<file path="src/rtl/core/rlpf_pkg.sv">
// Shared types and constants for the RGB LED pulse fader.
// No dependencies; used by every module under rtl/core.
package rlpf_pkg;

    localparam int CH_W             = 8;
    localparam int NUM_CH           = 3;
    localparam int DELTA_W          = CH_W + 1;
    // |delta| * elapsed for elapsed up to the largest period (65535)
    localparam int MAG_W            = 24;
    localparam int PULSE_PERIOD_DEF = 1024;

    localparam logic [CH_W-1:0] LEVEL_MAX = 8'd255;

    localparam int CH_RED   = 0;
    localparam int CH_GREEN = 1;
    localparam int CH_BLUE  = 2;

    typedef logic [CH_W-1:0]           level_t;
    typedef logic signed [DELTA_W-1:0] delta_t;

    // One channel of a result on its way to the scaling stage:
    // level = base +/- floor(mag / PULSE_PERIOD)
    typedef struct packed {
        logic             neg;
        logic [MAG_W-1:0] mag;
        level_t           base;
    } lane_t;

endpackage

</file>
<file path="src/rtl/core/rlpf_ctrl.sv">
// Fade state, step decision and per-channel product for the pulse fader.
// Depends on rlpf_pkg. Feeds the registered lanes into rlpf_scale.
module rlpf_ctrl #(
    parameter int unsigned PULSE_PERIOD = rlpf_pkg::PULSE_PERIOD_DEF
) (
    input  logic                                   clk,
    input  logic                                   rst_n,
    input  logic                                   step,
    input  logic                                   load,
    input  logic [31:0]                            now,
    input  rlpf_pkg::level_t [rlpf_pkg::NUM_CH-1:0] req,
    input  logic                                   pulse,
    output logic                                   has_result,
    output rlpf_pkg::lane_t  [rlpf_pkg::NUM_CH-1:0] lanes_reg
);

    localparam logic [31:0] PERIOD32    = 32'(PULSE_PERIOD);
    localparam logic [31:0] MIN_ELAPSED = 32'(PULSE_PERIOD / 255);
    localparam logic [39:0] PERIOD40    = 40'(PULSE_PERIOD);

    logic [31:0] period_start_reg, period_start_next;
    logic        pulsing_reg, pulsing_next;
    rlpf_pkg::level_t [rlpf_pkg::NUM_CH-1:0] colour_reg, colour_next;
    rlpf_pkg::level_t [rlpf_pkg::NUM_CH-1:0] from_reg, from_next;
    rlpf_pkg::level_t [rlpf_pkg::NUM_CH-1:0] to_reg, to_next;
    rlpf_pkg::delta_t [rlpf_pkg::NUM_CH-1:0] delta_reg, delta_next;
    rlpf_pkg::lane_t  [rlpf_pkg::NUM_CH-1:0] lanes_next;

    logic [31:0] elapsed;
    logic [rlpf_pkg::NUM_CH-1:0] le0;
    logic [rlpf_pkg::NUM_CH-1:0] at_full;
    logic [rlpf_pkg::NUM_CH-1:0][39:0] prod;
    logic [rlpf_pkg::NUM_CH-1:0][rlpf_pkg::CH_W-1:0] dmag;
    logic differs, req_black, cur_black, idle, want;

    assign elapsed   = now - period_start_reg;
    assign differs   = (req != colour_reg);
    assign req_black = (req == '0);
    assign cur_black = (colour_reg == '0);
    assign idle      = (elapsed > PERIOD32) && req_black && cur_black;
    assign want      = pulse || (!pulsing_reg && differs);

    // Per channel: |delta| * elapsed, and whether the level at elapsed is <= 0.
    // With elapsed past the period a rising or flat fade is <= 0 only when
    // it is flat at zero; a falling one when |delta|*elapsed >= from*period.
    always_comb
    begin
        for (int i = 0; i < rlpf_pkg::NUM_CH; i++)
        begin
            dmag[i]    = delta_reg[i][rlpf_pkg::DELTA_W-1] ?
                         rlpf_pkg::CH_W'(-delta_reg[i]) : delta_reg[i][rlpf_pkg::CH_W-1:0];
            prod[i]    = {32'd0, dmag[i]} * {8'd0, elapsed};
            le0[i]     = delta_reg[i][rlpf_pkg::DELTA_W-1] ?
                         (prod[i] >= ({32'd0, from_reg[i]} * PERIOD40)) :
                         (from_reg[i] == '0 && delta_reg[i] == '0);
            at_full[i] = (to_reg[i] == rlpf_pkg::LEVEL_MAX);
        end
    end

    always_comb
    begin
        period_start_next = period_start_reg;
        pulsing_next      = pulsing_reg;
        colour_next       = colour_reg;
        from_next         = from_reg;
        to_next           = to_reg;
        delta_next        = delta_reg;
        has_result        = 1'b0;
        for (int i = 0; i < rlpf_pkg::NUM_CH; i++)
        begin
            lanes_next[i].neg  = 1'b0;
            lanes_next[i].mag  = '0;
            lanes_next[i].base = '0;
        end

        if (step && !idle)
        begin
            if (!pulsing_reg)
            begin
                if (want)
                begin
                    pulsing_next      = 1'b1;
                    period_start_next = now;
                end
            end
            else if (elapsed >= MIN_ELAPSED)
            begin
                has_result = 1'b1;
                if (elapsed > PERIOD32)
                begin
                    period_start_next = now;
                    if ((&le0) && differs)
                    begin
                        // dark: take the new colour and fade up from black
                        for (int i = 0; i < rlpf_pkg::NUM_CH; i++)
                        begin
                            from_next[i]  = '0;
                            to_next[i]    = req[i];
                            colour_next[i] = req[i];
                            delta_next[i] = {1'b0, req[i]};
                        end
                    end
                    else
                    begin
                        for (int i = 0; i < rlpf_pkg::NUM_CH; i++)
                        begin
                            from_next[i]       = to_reg[i];
                            to_next[i]         = from_reg[i];
                            delta_next[i]      = -delta_reg[i];
                            lanes_next[i].base = to_reg[i];
                        end
                        if (!pulse && (|at_full))
                            pulsing_next = 1'b0;
                    end
                end
                else
                begin
                    for (int i = 0; i < rlpf_pkg::NUM_CH; i++)
                    begin
                        lanes_next[i].neg  = delta_reg[i][rlpf_pkg::DELTA_W-1];
                        lanes_next[i].mag  = prod[i][rlpf_pkg::MAG_W-1:0];
                        lanes_next[i].base = from_reg[i];
                    end
                end
            end
        end
    end

    always_ff @(posedge clk or negedge rst_n)
    begin
        if (!rst_n)
        begin
            period_start_reg <= '0;
            pulsing_reg      <= 1'b0;
            colour_reg       <= '0;
            from_reg         <= '0;
            to_reg           <= '0;
            delta_reg        <= '0;
        end
        else if (step)
        begin
            period_start_reg <= period_start_next;
            pulsing_reg      <= pulsing_next;
            colour_reg       <= colour_next;
            from_reg         <= from_next;
            to_reg           <= to_next;
            delta_reg        <= delta_next;
        end
    end

    always_ff @(posedge clk)
    begin
        if (load)
            lanes_reg <= lanes_next;
    end

endmodule

</file>
<file path="src/rtl/core/rlpf_scale.sv">
// Divide-by-period and saturation stage for the pulse fader.
// Depends on rlpf_pkg; takes lanes from rlpf_ctrl, holds the output levels.
module rlpf_scale #(
    parameter int unsigned PULSE_PERIOD = rlpf_pkg::PULSE_PERIOD_DEF
) (
    input  logic                                   clk,
    input  logic                                   load,
    input  rlpf_pkg::lane_t  [rlpf_pkg::NUM_CH-1:0] lanes,
    output rlpf_pkg::level_t [rlpf_pkg::NUM_CH-1:0] level_reg
);

    // floor(n / P) == (n * RECIP) >> SHIFT for every n below 2^MAG_W
    localparam int SHIFT   = rlpf_pkg::MAG_W + $clog2(PULSE_PERIOD);
    localparam int RECIP_W = rlpf_pkg::MAG_W + 1;
    localparam int PROD_W  = rlpf_pkg::MAG_W + RECIP_W;
    localparam int Q_W     = rlpf_pkg::CH_W + 1;
    localparam int SUM_W   = rlpf_pkg::CH_W + 2;
    localparam logic [RECIP_W-1:0] RECIP =
        RECIP_W'(((64'd1 << SHIFT) + 64'(PULSE_PERIOD) - 64'd1) / 64'(PULSE_PERIOD));

    logic [rlpf_pkg::NUM_CH-1:0][PROD_W-1:0] prod;
    logic [rlpf_pkg::NUM_CH-1:0][Q_W-1:0]    quot;
    logic signed [rlpf_pkg::NUM_CH-1:0][SUM_W-1:0] sum;
    rlpf_pkg::level_t [rlpf_pkg::NUM_CH-1:0] level_next;

    always_comb
    begin
        for (int i = 0; i < rlpf_pkg::NUM_CH; i++)
        begin
            prod[i] = {{RECIP_W{1'b0}}, lanes[i].mag} * {{rlpf_pkg::MAG_W{1'b0}}, RECIP};
            quot[i] = prod[i][SHIFT +: Q_W];
            if (lanes[i].neg)
                sum[i] = $signed({2'b00, lanes[i].base}) - $signed({1'b0, quot[i]});
            else
                sum[i] = $signed({2'b00, lanes[i].base}) + $signed({1'b0, quot[i]});
            if (sum[i][SUM_W-1])
                level_next[i] = '0;
            else if (sum[i][SUM_W-2:0] > {1'b0, rlpf_pkg::LEVEL_MAX})
                level_next[i] = rlpf_pkg::LEVEL_MAX;
            else
                level_next[i] = sum[i][rlpf_pkg::CH_W-1:0];
        end
    end

    always_ff @(posedge clk)
    begin
        if (load)
            level_reg <= level_next;
    end

endmodule

</file>
<file path="src/rtl/core/rgb_led_pulse_fader.sv">
// Top level of the RGB LED pulse fader: input register, pipeline control.
// Depends on rlpf_pkg, rlpf_ctrl and rlpf_scale.
//
// Usage:
//   Input channel (in_valid / in_stall) carries one item per timer tick: the
//   time now, a requested colour and a pulse request. Output channel
//   (out_valid / out_stall) carries the LED levels red_out, green_out,
//   blue_out; an item gives zero or one output item.
//   Pipeline: input register, fade state plus |delta|*elapsed products,
//   reciprocal multiply and saturation into the output register. An accepted
//   item passes the lane register of rlpf_ctrl and then the level register
//   of rlpf_scale, where out_valid rises. One item is accepted per cycle while
//   in_stall is low; the fade state is updated in the cycle an item moves out
//   of the first stage, so items may follow each other back to back.
//   Items that give no output leave a bubble that later items fill.
//   When out_stall is high the output item holds and bubbles in front of it
//   are still filled; in_stall rises only once every stage is occupied.
//   Reset (rst_n low, asynchronous) empties the pipeline and returns the
//   fade to black, not pulsing, period start zero.
module rgb_led_pulse_fader #(
    parameter int unsigned PULSE_PERIOD = rlpf_pkg::PULSE_PERIOD_DEF
) (
    input  logic                   clk,
    input  logic                   rst_n,
    input  logic                   in_valid,
    output logic                   in_stall,
    input  logic [31:0]            now,
    input  rlpf_pkg::level_t       red_req,
    input  rlpf_pkg::level_t       green_req,
    input  rlpf_pkg::level_t       blue_req,
    input  logic                   pulse_req,
    output logic                   out_valid,
    input  logic                   out_stall,
    output rlpf_pkg::level_t       red_out,
    output rlpf_pkg::level_t       green_out,
    output rlpf_pkg::level_t       blue_out
);

    logic v0_reg, v1_reg, v2_reg;
    logic ready0, ready1, ready2;
    logic step, has_result;

    logic [31:0]      now_reg;
    logic             pulse_reg;
    rlpf_pkg::level_t [rlpf_pkg::NUM_CH-1:0] req_reg;
    rlpf_pkg::lane_t  [rlpf_pkg::NUM_CH-1:0] lanes;
    rlpf_pkg::level_t [rlpf_pkg::NUM_CH-1:0] level;

    assign ready2   = !v2_reg || !out_stall;
    assign ready1   = !v1_reg || ready2;
    assign ready0   = !v0_reg || ready1;
    assign in_stall = !ready0;
    assign step     = v0_reg && ready1;

    always_ff @(posedge clk or negedge rst_n)
    begin
        if (!rst_n)
        begin
            v0_reg <= 1'b0;
            v1_reg <= 1'b0;
            v2_reg <= 1'b0;
        end
        else
        begin
            if (ready0)
                v0_reg <= in_valid;
            if (ready1)
                v1_reg <= has_result;
            if (ready2)
                v2_reg <= v1_reg;
        end
    end

    always_ff @(posedge clk)
    begin
        if (ready0 && in_valid)
        begin
            now_reg                     <= now;
            pulse_reg                   <= pulse_req;
            req_reg[rlpf_pkg::CH_RED]   <= red_req;
            req_reg[rlpf_pkg::CH_GREEN] <= green_req;
            req_reg[rlpf_pkg::CH_BLUE]  <= blue_req;
        end
    end

    rlpf_ctrl #(
        .PULSE_PERIOD (PULSE_PERIOD)
    ) u_ctrl (
        .clk        (clk),
        .rst_n      (rst_n),
        .step       (step),
        .load       (ready1),
        .now        (now_reg),
        .req        (req_reg),
        .pulse      (pulse_reg),
        .has_result (has_result),
        .lanes_reg  (lanes)
    );

    rlpf_scale #(
        .PULSE_PERIOD (PULSE_PERIOD)
    ) u_scale (
        .clk       (clk),
        .load      (ready2),
        .lanes     (lanes),
        .level_reg (level)
    );

    assign out_valid = v2_reg;
    assign red_out   = level[rlpf_pkg::CH_RED];
    assign green_out = level[rlpf_pkg::CH_GREEN];
    assign blue_out  = level[rlpf_pkg::CH_BLUE];

endmodule

</file>
<file path="config.mk">
export PLATFORM = sky130hd
export DESIGN_NAME = rgb_led_pulse_fader
export DESIGN_NICKNAME = d
export VERILOG_FILES = /design/src/rtl/core/rlpf_pkg.sv /design/src/rtl/core/rlpf_ctrl.sv /design/src/rtl/core/rlpf_scale.sv /design/src/rtl/core/rgb_led_pulse_fader.sv
export SDC_FILE = /design/constraint.sdc
export NUM_CORES = 2
export LEC_CHECK = 0
export BUFFER_PORTS_ARGS = -buffer_cell sky130_fd_sc_hd__buf_2
export CAP_MARGIN = 20
export CORE_MARGIN = 10
export CORE_UTILIZATION = 55
export DETAILED_ROUTE_END_ITERATION = 8
export GPL_ROUTABILITY_DRIVEN = 0
export PLACE_DENSITY = 0.7
export SLEW_MARGIN = 20
export SYNTH_ARGS = -nofsm -noshare
export SYNTH_HDL_FRONTEND = slang
export SYNTH_SLANG_ARGS = --single-unit
export TNS_END_PERCENT = 50
</file>
<file path="constraint.sdc">
create_clock -name clk -period 11 [get_ports clk]
set_input_delay 0 -clock clk [delete_from_list [all_inputs] [get_ports clk]]
set_output_delay 0 -clock clk [all_outputs]
set_load 0.01 [all_outputs]
</file>
==> impl_metrics.yaml <==
routing:
  first_pass_iters: 6
  detail-route-antenna-nets: 0
  remaining_drc_errors: 0
  drt-total-wl_um: 125600
  wire_per_inst_um: 22.21
  drt_iter0_markers: 3322
  vias: 34409
  via_per_inst: 6.086
placement:
  numPortBuffers: 86
  place_ws_ns: 0.8459
  hpwlAfterDp_um: 97030
yosys:
  postSynthAreaPerCell_um2: 8.696
  ys_types: 102
  synth_edf_count: 135
  synth_ff_type: "edfxtp_1"
  synth.most_common_cell: "nor2_1"
  yosysWarnings: 0
  ys_ff_latch: 270
  ys_seq_area_share_pct: 18.50
  synthesis.area_um2: 40180
  synth_commonest_cells: "671 x nor2_1, 670 x inv_1, 544 x fa_1, 416 x nand2_1, 268 x ha_1"
  yosysTopAreaCell: "fa_1"
  syn_nets: 5494
  synthCells: 4621
  netlist.area_leader.share_pct: 27.10
  async_flop_share_pct: 50.00
  synthTopCellsByArea: "fa_1 27%, edfxtp_1 10%, dfrtp_1 8.4%, ha_1 8.3%, nor2_1 6.3%"
clock_network:
  ctsHtreeMaxLevel: 1
  root_buffer: "clkbuf_16"
  clk_pin_slew_ns: 0.06
  clock_latency_ns: 0.60
  cts.sinks: 270
  cts_tree: "done"
  numCtsBuffers: 28
  clk_path_buf_depth: 3
  post-cts-setup-buffer-count: 0
final_layout:
  area_delta_synth_final_pct: 8.638
  largest_register_ffs: 54
  drive_gt1_share_pct: 7.284
  finish.utilization_pct: 60.04
  n_fill_cell: 6326
  nets: 5546
  num_antenna_cells: 0
job:
  drv_cap: 0
grt:
  grt_usage_pct: 29.41
  grt_overflow: 0
  grt_pass1_wl_um: 198100
  first_global_vias: 34918
  antenna_found_initial: 3
  grt_max_degree: 80
timing:
  min_period_over_period_pct: 92.92
  max_freq_mhz: 97.83
  tns_ns: 0
  postLayoutSetupSlackWorst_ns: 0.7786
  setup_viol: 0
  hold_viol_final: 0
  maxSlewHeadroom_pct: 22.90
  tightest_slew_ns: 1.156
  drv_slew: 0
  finalCriticalPeriod_ns: 10.22
  rsz0062_at_grt: "false"
  fin_worst_skew_ns: 0.03917
  holdWs_ns: 0.1090
setup_path:
  cp.required_ns: 11.47
  r2r_setup_slack_ns: 0.78
  critPathMaxStageDelay_ns: 0.59
  critPathCaptureType: "flop"
  crit_type: "flop to flop"
  critPathMaxFanout: 26
  arrival_ns: 10.70
  worstSetupStartpointType: "flop"
  crit_buf_inv: 6
  critPathTopFamily: "adder cells"
  slowest_stage: "a211oi_1"
floorplanning:
  ioPinCount: 87
  die_w_um: 290.3
  dieArea_um2: 84270
  placementRows: 99
  start_util_pct: 55.26
  core-area_um2: 72710
  die_y_um: 290.3
outcome:
  outcome: "complete, no violations"
worst_hold_path:
  hp-class: "input port to flop"
-- final timing paths --
check / to / start / depth (start not counted)
min in group asynchronous: u_ctrl.to_reg[17]$_DFFE_PN0P_ / rst_n / 3
hold reg to reg: u_ctrl.period_start_reg[18]$_DFFE_PN0P_ / u_ctrl.period_start_reg[18]$_DFFE_PN0P_ / 1
max in group asynchronous: u_ctrl.to_reg[8]$_DFFE_PN0P_ / rst_n / 5
setup / recovery: u_ctrl.colour_reg[4]$_DFFE_PN0P_ / now_reg[0]$_DFFE_PP_ / 37
setup reg to reg: u_ctrl.colour_reg[4]$_DFFE_PN0P_ / now_reg[0]$_DFFE_PP_ / 37
hold / removal: req_reg[11]$_DFFE_PP_ / green_req[3] / 2
-- metal layers --
metal / share of wire, % / track usage [%]
met2: 47 / 48.23
met1: 38 / 36.73
met5: 0.010 / 0
met3: 9.4 / 5.872
met4: 6.0 / 14.37
-- per-stage QoR --
step | cell area [um2] | std cells
3_3_place_gp | 41960 | 5538
3_5_place_dp | 41960 | 5538
5_1_grt | 43650 | 5654
4_1_cts | 43620 | 5653
2_1_floorplan | 40180 | 4621
6_report | 43650 | 5654
-- final cells by class --
cell class / count / area, um2 / share of cell area (%)
well taps: 959 / 1200 / 2.749
clock buffers: 33 / 750.7 / 1.720
clock inverters: 19 / 257.7 / 0.5904
inverters: 673 / 2526 / 5.787
flip-flops and latches: 270 / 7432 / 17.03
repair buffers: 255 / 1913 / 4.382
multi-input cells: 3445 / 29570 / 67.75
-- cell usage in the layout (no fill, tap or decap), drive strengths merged, types with 121 or more instances in the layout --
cell type  netlist  routed
dfrtp          135     135
xnor2          131     131
nor2           672     672
inv            670     672
edfxtp         135     135
fa             544     544
nand2          418     418
o21ai          121     121
buf             35     193
a21oi          230     230
ha             268     268
-- what timing repair did --
action | 4_1_cts | 5_1_grt
hold buffers | 63 | 0
resized for setup | 0 | 0
hold endpoints to repair | 116 | 0
-- kinds of logic (layout without fill, tap and decap cells) --
kind of cell | after synthesis | after routing | share of synthesized area, %
adders and majority gates | 812 | 812 | 35.45
buffers and inverters | 906 | 980 | 8.709
xor gates and xnor gates | 197 | 197 | 4.331
and+or+nand+nor | 1586 | 1586 | 17.84
AOI/OAI and AO/OA | 778 | 778 | 13.23
muxes | 72 | 72 | 1.949
DFF | 270 | 270 | 18.50
Power is left out: the tool's default activity adds up to more than one toggle a clock period on the data nets, which glitch-free logic cannot reach.
